--- src/design/twc_pkg.sv ---
// Shared types and constants for the text console character writer.
// No dependencies; imported by every design and bench file except the two interfaces.
package twc_pkg;

    localparam int TWC_MAX_COLS    = 128;
    localparam int TWC_MAX_ROWS    = 32;
    localparam int TWC_TAB_STOP    = 8;
    localparam int TWC_QUEUE_DEPTH = 2;

    // register indexes on the config port
    localparam logic [1:0] REG_COLUMNS     = 2'd0;
    localparam logic [1:0] REG_ROWS        = 2'd1;
    localparam logic [1:0] REG_DEFAULT_ATR = 2'd2;
    localparam logic [1:0] REG_PASSTHROUGH = 2'd3;

    localparam logic [7:0] RST_COLUMNS = 8'd80;
    localparam logic [5:0] RST_ROWS    = 6'd25;
    localparam logic [7:0] RST_ATTR    = 8'd7;

    localparam logic [7:0] CH_BELL  = 8'h07;
    localparam logic [7:0] CH_BS    = 8'h08;
    localparam logic [7:0] CH_TAB   = 8'h09;
    localparam logic [7:0] CH_LF    = 8'h0A;
    localparam logic [7:0] CH_CR    = 8'h0D;
    localparam logic [7:0] CH_SPACE = 8'h20;

    localparam logic OP_PUT  = 1'b0;
    localparam logic OP_READ = 1'b1;

    typedef enum logic [2:0] {
        K_PUT  = 3'd0,
        K_READ = 3'd1,
        K_BELL = 3'd2,
        K_BS   = 3'd3,
        K_TAB  = 3'd4,
        K_CR   = 3'd5,
        K_LF   = 3'd6
    } t_kind;

    typedef struct packed {
        t_kind      kind;
        logic [7:0] ch;
        logic [4:0] rrow;
        logic [6:0] rcol;
    } t_cmd;

    typedef struct packed {
        logic [7:0] columns;
        logic [5:0] rows;
        logic [7:0] attr;
        logic       pass;
    } t_cfg;

endpackage

--- src/design/twc_in_if.sv ---
// Input channel of the console writer: valid/ready plus one character item.
// Stand-alone interface, no package dependency.
interface twc_in_if;
    logic       valid;
    logic       ready;
    logic       opcode;
    logic [7:0] char_code;
    logic [4:0] read_row;
    logic [6:0] read_col;

    modport source (output valid, opcode, char_code, read_row, read_col, input ready);
    modport sink   (input valid, opcode, char_code, read_row, read_col, output ready);
endinterface

--- src/design/twc_front.sv ---
// Front end: takes input beats and decodes them into command kinds.
// Depends on twc_pkg and twc_in_if.
module twc_front (
    twc_in_if.sink      i_in,
    input  logic        i_full,
    output logic        o_push,
    output twc_pkg::t_cmd o_cmd
);
    import twc_pkg::*;

    assign i_in.ready = !i_full;
    assign o_push     = i_in.valid && !i_full;

    always_comb begin
        o_cmd.ch   = i_in.char_code;
        o_cmd.rrow = i_in.read_row;
        o_cmd.rcol = i_in.read_col;
        if (i_in.opcode == OP_READ) begin
            o_cmd.kind = K_READ;
        end else begin
            unique case (i_in.char_code)
                CH_BELL: o_cmd.kind = K_BELL;
                CH_BS:   o_cmd.kind = K_BS;
                CH_TAB:  o_cmd.kind = K_TAB;
                CH_CR:   o_cmd.kind = K_CR;
                CH_LF:   o_cmd.kind = K_LF;
                default: o_cmd.kind = K_PUT;
            endcase
        end
    end
endmodule

--- src/flat_wrapper.sv ---
// flat-port wrapper written by rule: the top's interface ports become plain ports
module twc_front_flat import twc_pkg::*;
  (i_full, o_push, o_cmd, i_in_valid, i_in_opcode, i_in_char_code, i_in_read_row, i_in_read_col, i_in_ready);
  twc_in_if i_in_i ();
  input  logic i_full;
  output logic o_push;
  output twc_pkg::t_cmd o_cmd;
  input wire logic [$bits(i_in_i.valid)-1:0] i_in_valid;
  input wire logic [$bits(i_in_i.opcode)-1:0] i_in_opcode;
  input wire logic [$bits(i_in_i.char_code)-1:0] i_in_char_code;
  input wire logic [$bits(i_in_i.read_row)-1:0] i_in_read_row;
  input wire logic [$bits(i_in_i.read_col)-1:0] i_in_read_col;
  output wire logic [$bits(i_in_i.ready)-1:0] i_in_ready;
  assign i_in_i.valid = i_in_valid;
  assign i_in_i.opcode = i_in_opcode;
  assign i_in_i.char_code = i_in_char_code;
  assign i_in_i.read_row = i_in_read_row;
  assign i_in_i.read_col = i_in_read_col;
  assign i_in_ready = i_in_i.ready;
  twc_front u_core (.i_in(i_in_i), .i_full(i_full), .o_push(o_push), .o_cmd(o_cmd));
endmodule
--- config.mk ---
export PLATFORM = sky130hd
export DESIGN_NAME = twc_front_flat
export DESIGN_NICKNAME = d
export VERILOG_FILES = /design/src/design/twc_pkg.sv /design/src/design/twc_in_if.sv /design/src/design/twc_front.sv /design/src/flat_wrapper.sv
export SDC_FILE = /design/constraint.sdc
export NUM_CORES = 1
export LEC_CHECK = 0
export BUFFER_PORTS_ARGS = -buffer_cell sky130_fd_sc_hd__buf_2
export CAP_MARGIN = 20
export CORE_AREA = 5 5 42 44
export DETAILED_ROUTE_END_ITERATION = 10
export DIE_AREA = 0 0 47 49
export PLACE_DENSITY = 0.69
export SLEW_MARGIN = 20
export SYNTH_ARGS = -nofsm -noshare
export SYNTH_HDL_FRONTEND = slang
export SYNTH_SLANG_ARGS = --single-unit
--- constraint.sdc ---
create_clock -name vclk -period 1.32
set_input_delay 0.132 -clock vclk [all_inputs]
set_output_delay 0.132 -clock vclk [all_outputs]
set_load 0.01 [all_outputs]
==> results.txt <==
Once detail routing completed, the nets flagged for antenna violations numbered 0. Cell internal power was estimated by the tool at roughly 35 uW. Counting instances in the post-synthesis netlist gives the leading cell types as buf_4, inv_1.

The count of pins on the block boundary is 48. The worst path uses 99.0% of the clock period. The net switching power of the design is slightly below 40 uW. The height of the die is 49 um.

The final-report max-slew violation count is 0. Using the TritonRoute via totals, the vias-per-cell ratio works out to around 3.9. The post-detailed-route wirelength per cell is 11.4 um. The routability congestion estimate is between 0.7 and 0.8. The share of power burned in registers came out at 0%. The most critical setup path has its startpoint at i_in_char_code[6]. The count of synthesis-stage warnings from yosys came out at 0. The total iterations of the first detailed-routing run is 2. The maximum number of pins on one net before global-route repair came out at 7. The worst path arrival time came out at between 1000 and 1500 ps.

The wire length of the first global-routing pass is approximately 930 um. The path class of the tightest hold or removal check is input port to output port. The worst hold path begins at i_in_read_col[0]. The total routing resource utilization after global routing came out at ~4.9%. The analysis attributes to cell leakage a power of 0.000140 uW. The count of input and output buffers is 24.

The switching portion of total power came out at 52.6%. The wire length reported by the detailed router came out at roughly 600 um. The synthesized cell area is roughly 260 um2. Data on the critical path is required at its endpoint by ~1200 ps. The effective utilization at floorplan came out at 18.5%. In the finished layout, the clock tree contains a buffer count of 0. The worst setup path is captured at an output port. The half-perimeter wire length after detailed placement came out at 501 um. The proportion of synthesized chip area in sequential cells is 0%. The clock network accounts for 0% of the total power. Synthesis handed over a netlist of 33 instances. The critical path startpoint category is an input port. The shortest clock period the worst path allows after layout came out at between 1000 and 1500 ps.

The filler cell count in the final layout came out at 170. The count of vias placed by the detailed router is slightly above 200. The core region area is 1400 um2. The setup TNS is 0 ps. Across the VDD grid, the largest voltage drop is 0.0627 mV. Combinational logic burns between 90% and 100% of the power. The total count of hold-check failures in the final report came out at 0.

The number of cell rows is 14. Yosys mapped the design onto 12 distinct sky130hd cell types. The area of combinational cells with multiple inputs is ~120 um2. The power per unit of standard cell area came out at approximately 270 nW/um2. The maximum achievable frequency is around 770 MHz. The setup-violating endpoint count in the final report is 0.

The largest total area in the synthesized netlist belongs to buf_4. Power comes to about 73 uW. The count of nets after finishing came out at 62. The total nets after synthesis came out at 56. The flip-flop and latch area came out at 0 um2. By instance count, the leading cell after synthesis is buf_4.

The via count of the first global-routing pass came out at 220. Global routing finished with a remaining overflow of 0. From left edge to right edge, the die measures between 40 and 50 um. The measured slew at the worst slew-check pin came out at around 240 ps. The critical path is of the input port to output port type. The top cell type by area accounts for between 50 and 60% of the synthesized area. After synthesis, the cell types taking the most area are buf_4, o41ai_2, a2111oi_2. The maximum fanout along the worst path came out at 3. The total inserted antenna cells is 0. The remaining max-slew budget at the tightest pin came out at between 80% and 90%. The tool flagged a number of max-cap violations equal to 0. The signed area change from the synthesized netlist to the final layout is 5.31%. The initial antenna violation count came out at 0. The full die area came out at 2300 um2. The number of sequential storage elements is 0. The average footprint of a synthesized cell came out at between 7 and 8 um2.

Setup repair after global routing could not meet its margin everywhere. The remaining design rule violation count came out at 0. In this run, the number of DRC markers left after iteration 0 of detailed routing was 2.

The flow ran to the end, and the final reports show no timing, DRC or antenna violations. The post-route netlist has 78.4% of its cells at a drive strength greater than 1.
==> routing by layer <==
metal  share of wire [%]  global-route usage (%)
met5                   0                       0
met4                0.66                   0.922
met3                  23                   0.738
met2                  44                    9.05
met1                  32                    5.65
==> power groups by stage <==
| stage | clock [uW] | sequential (uW) | combinational, uW |
|---|---|---|---|
| 5_1_grt | 0 | 0 | 81.5 |
| 3_3_place_gp | 0 | 0 | 67.2 |
| 2_1_floorplan | 0 | 0 | 80.8 |
| 4_1_cts | 0 | 0 | 73.4 |
| 3_5_place_dp | 0 | 0 | 68.5 |
| 6_report | 0 | 0 | 73.3 |
==> layout by cell type, fill, tap and decap left out, drive strengths merged <==
cell type and n:
a2111oi 1, a211oi 1, o41ai 1, xor2 1, nor2b 1, buf 24, inv 3, nand2b 1
or4 1, or3b 2, nand4b 1
==> logic make-up after synthesis <==
logic type | share of synthesized area (%)
buffers and inverters | 62.3
AND/OR/NAND/NOR | 19.3
AO/OA/AOI/OAI | 15.0
XOR/XNOR | 3.38
==> critical path, cell delays in order <==
cell,delay (ps)
buf_6,90
or4_4,570
a2111oi_4,200
buf_2,180
==> metrics by stage <==
step	utilization (%)	std cells	worst slack, ps	hold WS [ps]	cell area (um2)
after global routing	19.5	53	-7.60	264	273
final	19.5	53	13.4	264	273
after floorplan	-	33	132	299	259
after global placement	17.8	53	-48.2	264	249
after detailed placement	17.8	53	-62.3	264	249
after CTS	19.1	53	13.3	264	268
==> area by class of cell <==
class | count | share of cell area (%)
inverters | 3 | 4.13
multi-input cells | 10 | 42.2
well taps | 16 | 7.34
repair buffers | 24 | 46.3
==> worst paths after layout <==
kind,endpoint,slack (ps),depth (start not counted)
max,o_cmd[22],10,4
min,o_cmd[0],260,0
==> repair_timing <==
action	in CTS	in global routing
gates cloned	0	0
setup buffers	0	0
pin swaps	2	0
gates resized for setup	2	1
hold buffers	0	0
endpoints found under the setup margin	2	3
(Power assumes the default switching activity.)
