`config.mk`:
```
export PLATFORM = sky130hd
export DESIGN_NAME = twc_queue
export DESIGN_NICKNAME = d
export VERILOG_FILES = /design/src/design/twc_pkg.sv /design/src/design/twc_queue.sv
export SDC_FILE = /design/constraint.sdc
export NUM_CORES = 1
export LEC_CHECK = 0
export ABC_AREA = 1
export BUFFER_PORTS_ARGS = -buffer_cell sky130_fd_sc_hd__buf_2
export CORE_ASPECT_RATIO = 1.2
export CORE_MARGIN = 4
export CORE_UTILIZATION = 51
export CTS_CLUSTER_SIZE = 12
export DETAILED_ROUTE_END_ITERATION = 8
export MAX_ROUTING_LAYER = met4
export PLACE_DENSITY = 0.77
export SYNTH_ARGS = -nofsm -noshare
export SYNTH_HDL_FRONTEND = slang
export SYNTH_SLANG_ARGS = --single-unit
export TNS_END_PERCENT = 10
```
`constraint.sdc`:
```
create_clock -name i_clk -period 2.7 [get_ports i_clk]
set_clock_uncertainty 0.15 [all_clocks]
set_input_delay 0.54 -clock i_clk [delete_from_list [all_inputs] [get_ports i_clk]]
set_output_delay 0.54 -clock i_clk [all_outputs]
set_load 0.01 [all_outputs]
```
`src/design/twc_pkg.sv`:
```
// Shared types and constants for the text console character writer.
// No dependencies; imported by every design and bench file except the two interfaces.
package twc_pkg;

    localparam int TWC_MAX_COLS    = 128;
    localparam int TWC_MAX_ROWS    = 32;
    localparam int TWC_TAB_STOP    = 8;
    localparam int TWC_QUEUE_DEPTH = 2;

    // register indexes on the config port
    localparam logic [1:0] REG_COLUMNS     = 2'd0;
    localparam logic [1:0] REG_ROWS        = 2'd1;
    localparam logic [1:0] REG_DEFAULT_ATR = 2'd2;
    localparam logic [1:0] REG_PASSTHROUGH = 2'd3;

    localparam logic [7:0] RST_COLUMNS = 8'd80;
    localparam logic [5:0] RST_ROWS    = 6'd25;
    localparam logic [7:0] RST_ATTR    = 8'd7;

    localparam logic [7:0] CH_BELL  = 8'h07;
    localparam logic [7:0] CH_BS    = 8'h08;
    localparam logic [7:0] CH_TAB   = 8'h09;
    localparam logic [7:0] CH_LF    = 8'h0A;
    localparam logic [7:0] CH_CR    = 8'h0D;
    localparam logic [7:0] CH_SPACE = 8'h20;

    localparam logic OP_PUT  = 1'b0;
    localparam logic OP_READ = 1'b1;

    typedef enum logic [2:0] {
        K_PUT  = 3'd0,
        K_READ = 3'd1,
        K_BELL = 3'd2,
        K_BS   = 3'd3,
        K_TAB  = 3'd4,
        K_CR   = 3'd5,
        K_LF   = 3'd6
    } t_kind;

    typedef struct packed {
        t_kind      kind;
        logic [7:0] ch;
        logic [4:0] rrow;
        logic [6:0] rcol;
    } t_cmd;

    typedef struct packed {
        logic [7:0] columns;
        logic [5:0] rows;
        logic [7:0] attr;
        logic       pass;
    } t_cfg;

endpackage

```
`src/design/twc_queue.sv`:
```
// Short command queue between front end and back end.
// Depends on twc_pkg.
module twc_queue (
    input  logic          i_clk,
    input  logic          i_rst_n,
    input  logic          i_push,
    input  twc_pkg::t_cmd i_cmd,
    input  logic          i_pop,
    output logic          o_full,
    output logic          o_empty,
    output twc_pkg::t_cmd o_head
);
    import twc_pkg::*;

    localparam int PW = (TWC_QUEUE_DEPTH > 1) ? $clog2(TWC_QUEUE_DEPTH) : 1;
    localparam int NW = $clog2(TWC_QUEUE_DEPTH + 1);

    t_cmd          r_mem [TWC_QUEUE_DEPTH];
    logic [PW-1:0] r_wp, r_rp;
    logic [NW-1:0] r_cnt;

    assign o_full  = (r_cnt == NW'(TWC_QUEUE_DEPTH));
    assign o_empty = (r_cnt == '0);
    assign o_head  = r_mem[r_rp];

    function automatic logic [PW-1:0] ptr_inc(input logic [PW-1:0] p);
        if (p == PW'(TWC_QUEUE_DEPTH - 1)) return '0;
        return p + 1'b1;
    endfunction

    always_ff @(posedge i_clk) begin
        if (!i_rst_n) begin
            r_wp  <= '0;
            r_rp  <= '0;
            r_cnt <= '0;
        end else begin
            if (i_push) r_wp <= ptr_inc(r_wp);
            if (i_pop)  r_rp <= ptr_inc(r_rp);
            if (i_push && !i_pop)      r_cnt <= r_cnt + 1'b1;
            else if (!i_push && i_pop) r_cnt <= r_cnt - 1'b1;
        end
    end

    always_ff @(posedge i_clk) begin
        if (i_push) r_mem[r_wp] <= i_cmd;
    end
endmodule

```
==> metrics.log <==
INFO  metric outcome = finished clean
INFO  metric synthAdderAreaFrac = 0.00662
INFO  metric routed_wire_length_per_instance = between 15 and 20 um
INFO  metric worstSetupPathType = register to output port
INFO  metric final_hold_viol_count = 0
INFO  metric pin_count_of_the_biggest_net_entering_global_routing = 24
INFO  metric grt_remaining_overflow = 0
INFO  metric synth_cells = ~110
INFO  metric ctsLongestPathBuffers = 2
INFO  metric achievable-frequency = 432 MHz
INFO  metric r2r.worst_path.cells = 2
INFO  metric detailed_place_hpwl = ~2300 um
INFO  metric diodes_inserted = 0
INFO  metric final-max-slew-violation-count = 0
INFO  metric chipWidth = 63.6 um
INFO  metric synthDistinctLibCells = 12
INFO  metric synth_top_area_cell = edfxtp_1
INFO  metric multi_input_area = 359 um2
INFO  metric finish.net_count = between 150 and 200
INFO  metric post-place-cells = 195
INFO  metric whs_path_depth = 1
INFO  metric critical_path_arrival = 1.63 ns
INFO  metric place_ws = 0.685 ns
INFO  metric yosys_register_bits = between 50 and 60
INFO  metric place.gp.congestion = 0.687
INFO  metric setup_tns = 0 ns
INFO  metric power.total = 1.49 mW
INFO  metric post_synth_and_or_nand_nor_area_fraction = 0.0397
INFO  metric synth.net_count = between 100 and 150
INFO  metric remaining_drc_errors = 0
INFO  metric post_cts_buffers = 0
INFO  metric floorplan.rows = 23
INFO  metric drt_first_pass_iters = 5
INFO  metric setup_viol_count_final = 0
INFO  metric postRouteWirelength = 3100 um
INFO  metric avgViaCountPerCell = about 5.3
INFO  metric cts_buffers = 5
INFO  metric global_route.peak_usage_layer = met2
INFO  metric tritoncts_clock_tree = yes
INFO  metric final-instance-count-excl-fill = approximately 200
INFO  metric leakagePower = a little over 0.9 nW
INFO  metric number_of_max_capacitance_violations_reported = 0
INFO  metric cts_root_buffer = clkbuf_8
INFO  metric worstMarginPinSlew = 0.507 ns
INFO  metric avgSynthCellArea = between 15 and 20 um2
INFO  metric synth_top_family_by_area = multiplexers
INFO  metric groute.usage.overall = 0.149
INFO  metric grt_pass1_vias = 1112
INFO  metric globalRouteMet2Util = 0.266
INFO  metric final.setup.worst_slack = about 0.38 ns
INFO  metric dr_total_vias = 1077
INFO  metric cp-end-kind = output port
INFO  metric grt_antenna_before_repair = 0
INFO  metric htree_num_levels = 2
INFO  metric whs = 0.281 ns
INFO  metric use_met1 = 0.143
INFO  metric crit_path_max_fanout = 14
INFO  metric critical_path.startpoint_type = register
INFO  metric die_height = ~75 um
INFO  metric io_pins = 52
INFO  metric placedInstanceArea = 2210 um2
INFO  metric fillerInstances = about 260
INFO  metric clk_pin_slew_worst_paths = 0.08 ns
INFO  metric die_area = 4750 um2
INFO  metric synth_xor_area_frac = 0
INFO  metric yosys-mux-area-fraction = 0.137
INFO  metric synth.top_cells.by_area = edfxtp_1 (73%), mux2_2 (14%), dfxtp_1 (5.3%)
INFO  metric place.port_buffers = 51
INFO  metric final-seq-area = 1480 um2
INFO  metric post-synth-top-area-fraction = 0.731
INFO  metric syn_area = roughly 1900 um2
INFO  metric fp.coreArea = between 3000 and 4000 um2
INFO  metric final_util = 0.662
INFO  metric layout_worst_path_cycle_share = 0.858
INFO  metric vdd.ir_drop.worst = 0.372 mV
INFO  metric rsz_0062_raised_after_global_routing = false
INFO  metric timing.hold.worst.class = input port to register
INFO  metric layout-drive-gt1-share = 0.500
INFO  metric synth_seq_area_share = 0.784
INFO  metric power_density = 650 nW/um2
INFO  metric layout.cell_area.non_filler = 2290 um2
INFO  metric post_cts_resize_count = 0
INFO  metric first_pass_grt_wire_length = 4930 um
INFO  metric synthesis.yosys.warnings = 0
INFO  metric max-slew-margin-rel = 0.661
INFO  metric period_needed = ~2.3 ns
INFO  metric clock_sink_count = 51
INFO  metric initial_core_utilization = 0.547
INFO  metric clk-insertion-delay-late = 0.29 ns
INFO  metric cts_hold_buffers = 0
INFO  metric flow.area_growth_from_synthesis = 21.0%
INFO  metric drt.antenna.violating_nets = 0
INFO  metric global_route_met3_utilization = 0.0388
INFO  metric drt_iter0_drc = 39
INFO  metric synth-compound-area-share = 0.00529
INFO  metric worst_ep_required_time = 2.01 ns
## layout make-up
class	count	share of cell area
clock buffer	6	0.0317
clock inverter	2	0.00328
inverter	8	0.0131
multi-input combinational	45	0.157
sequential	51	0.648
tap	37	0.0202
timing repair buffer	54	0.127
## worst max-delay path, stage by stage (launching register included)
cell	delay, ns
dfxtp_1	0.64
buf_12	0.21
mux2_2	0.34
buf_2	0.14
## where the power goes
group / internal (mW) / leakage (nW) / switching, mW / total [mW]
combinational: 0.0816 / 0.399 / 0.0859 / 0.168
sequential: 0.908 / 0.473 / 0.0175 / 0.925
clock: 0.177 / 0.0403 / 0.216 / 0.393
total: 1.17 / 0.913 / 0.320 / 1.49
## cells in the mapped netlist
cell and n:
nand3_1 1, dfxtp_1 5, nor2_1 9, edfxtp_1 46
o21ai_0 1, buf_6 2, inv_1 8, nand4_1 1
a21oi_1 1, ha_1 1, mux2_2 23, nand2_1 8
## path summary, 6_finish.rpt
| path | startpoint | to | slack (ns) |
|---|---|---|---|
| worst max-delay path | register | o_head[16] | 0.38 |
| worst min-delay path | i_cmd[20] | r_mem[0][20] | 0.28 |
| worst min register to register | r_rp | register | 0.36 |
| worst max register to register | r_wp | r_mem[0][7] | 1.16 |
## cell families after synthesis
logic type,after synthesis
muxes,23
DFF,51
and+or+nand+nor,19
AOI/OAI and AO/OA,2
adders and majority gates,1
buffers and inverters,10
## layout by cell type, fill, tap and decap left out
cell type / count
a21oi_1: 1
buf_12: 1
buf_2: 51
buf_4: 2
clkbuf_1: 1
clkbuf_8: 5
clkinv_1: 2
dfxtp_1: 5
edfxtp_1: 46
ha_1: 1
inv_1: 8
mux2_2: 23
nand2_1: 8
nand3_1: 1
nand4_1: 1
nor2_1: 8
nor2_2: 1
o21ai_0: 1
## routing by layer
layer | up-vias | routed length [um]
li1 | 511 | -
met1 | 524 | 1130
met2 | 34 | 1740
met3 | 8 | 160
met4 | 0 | 70
met5 | - | 0
## sequential cells by signal, summed over array words and instances, names as in the netlist, named ones only
register / cells
r_rp: 1
r_wp: 1
r_mem: 46
r_cnt: 2
Note: power is estimated with default switching activity, not from simulation.
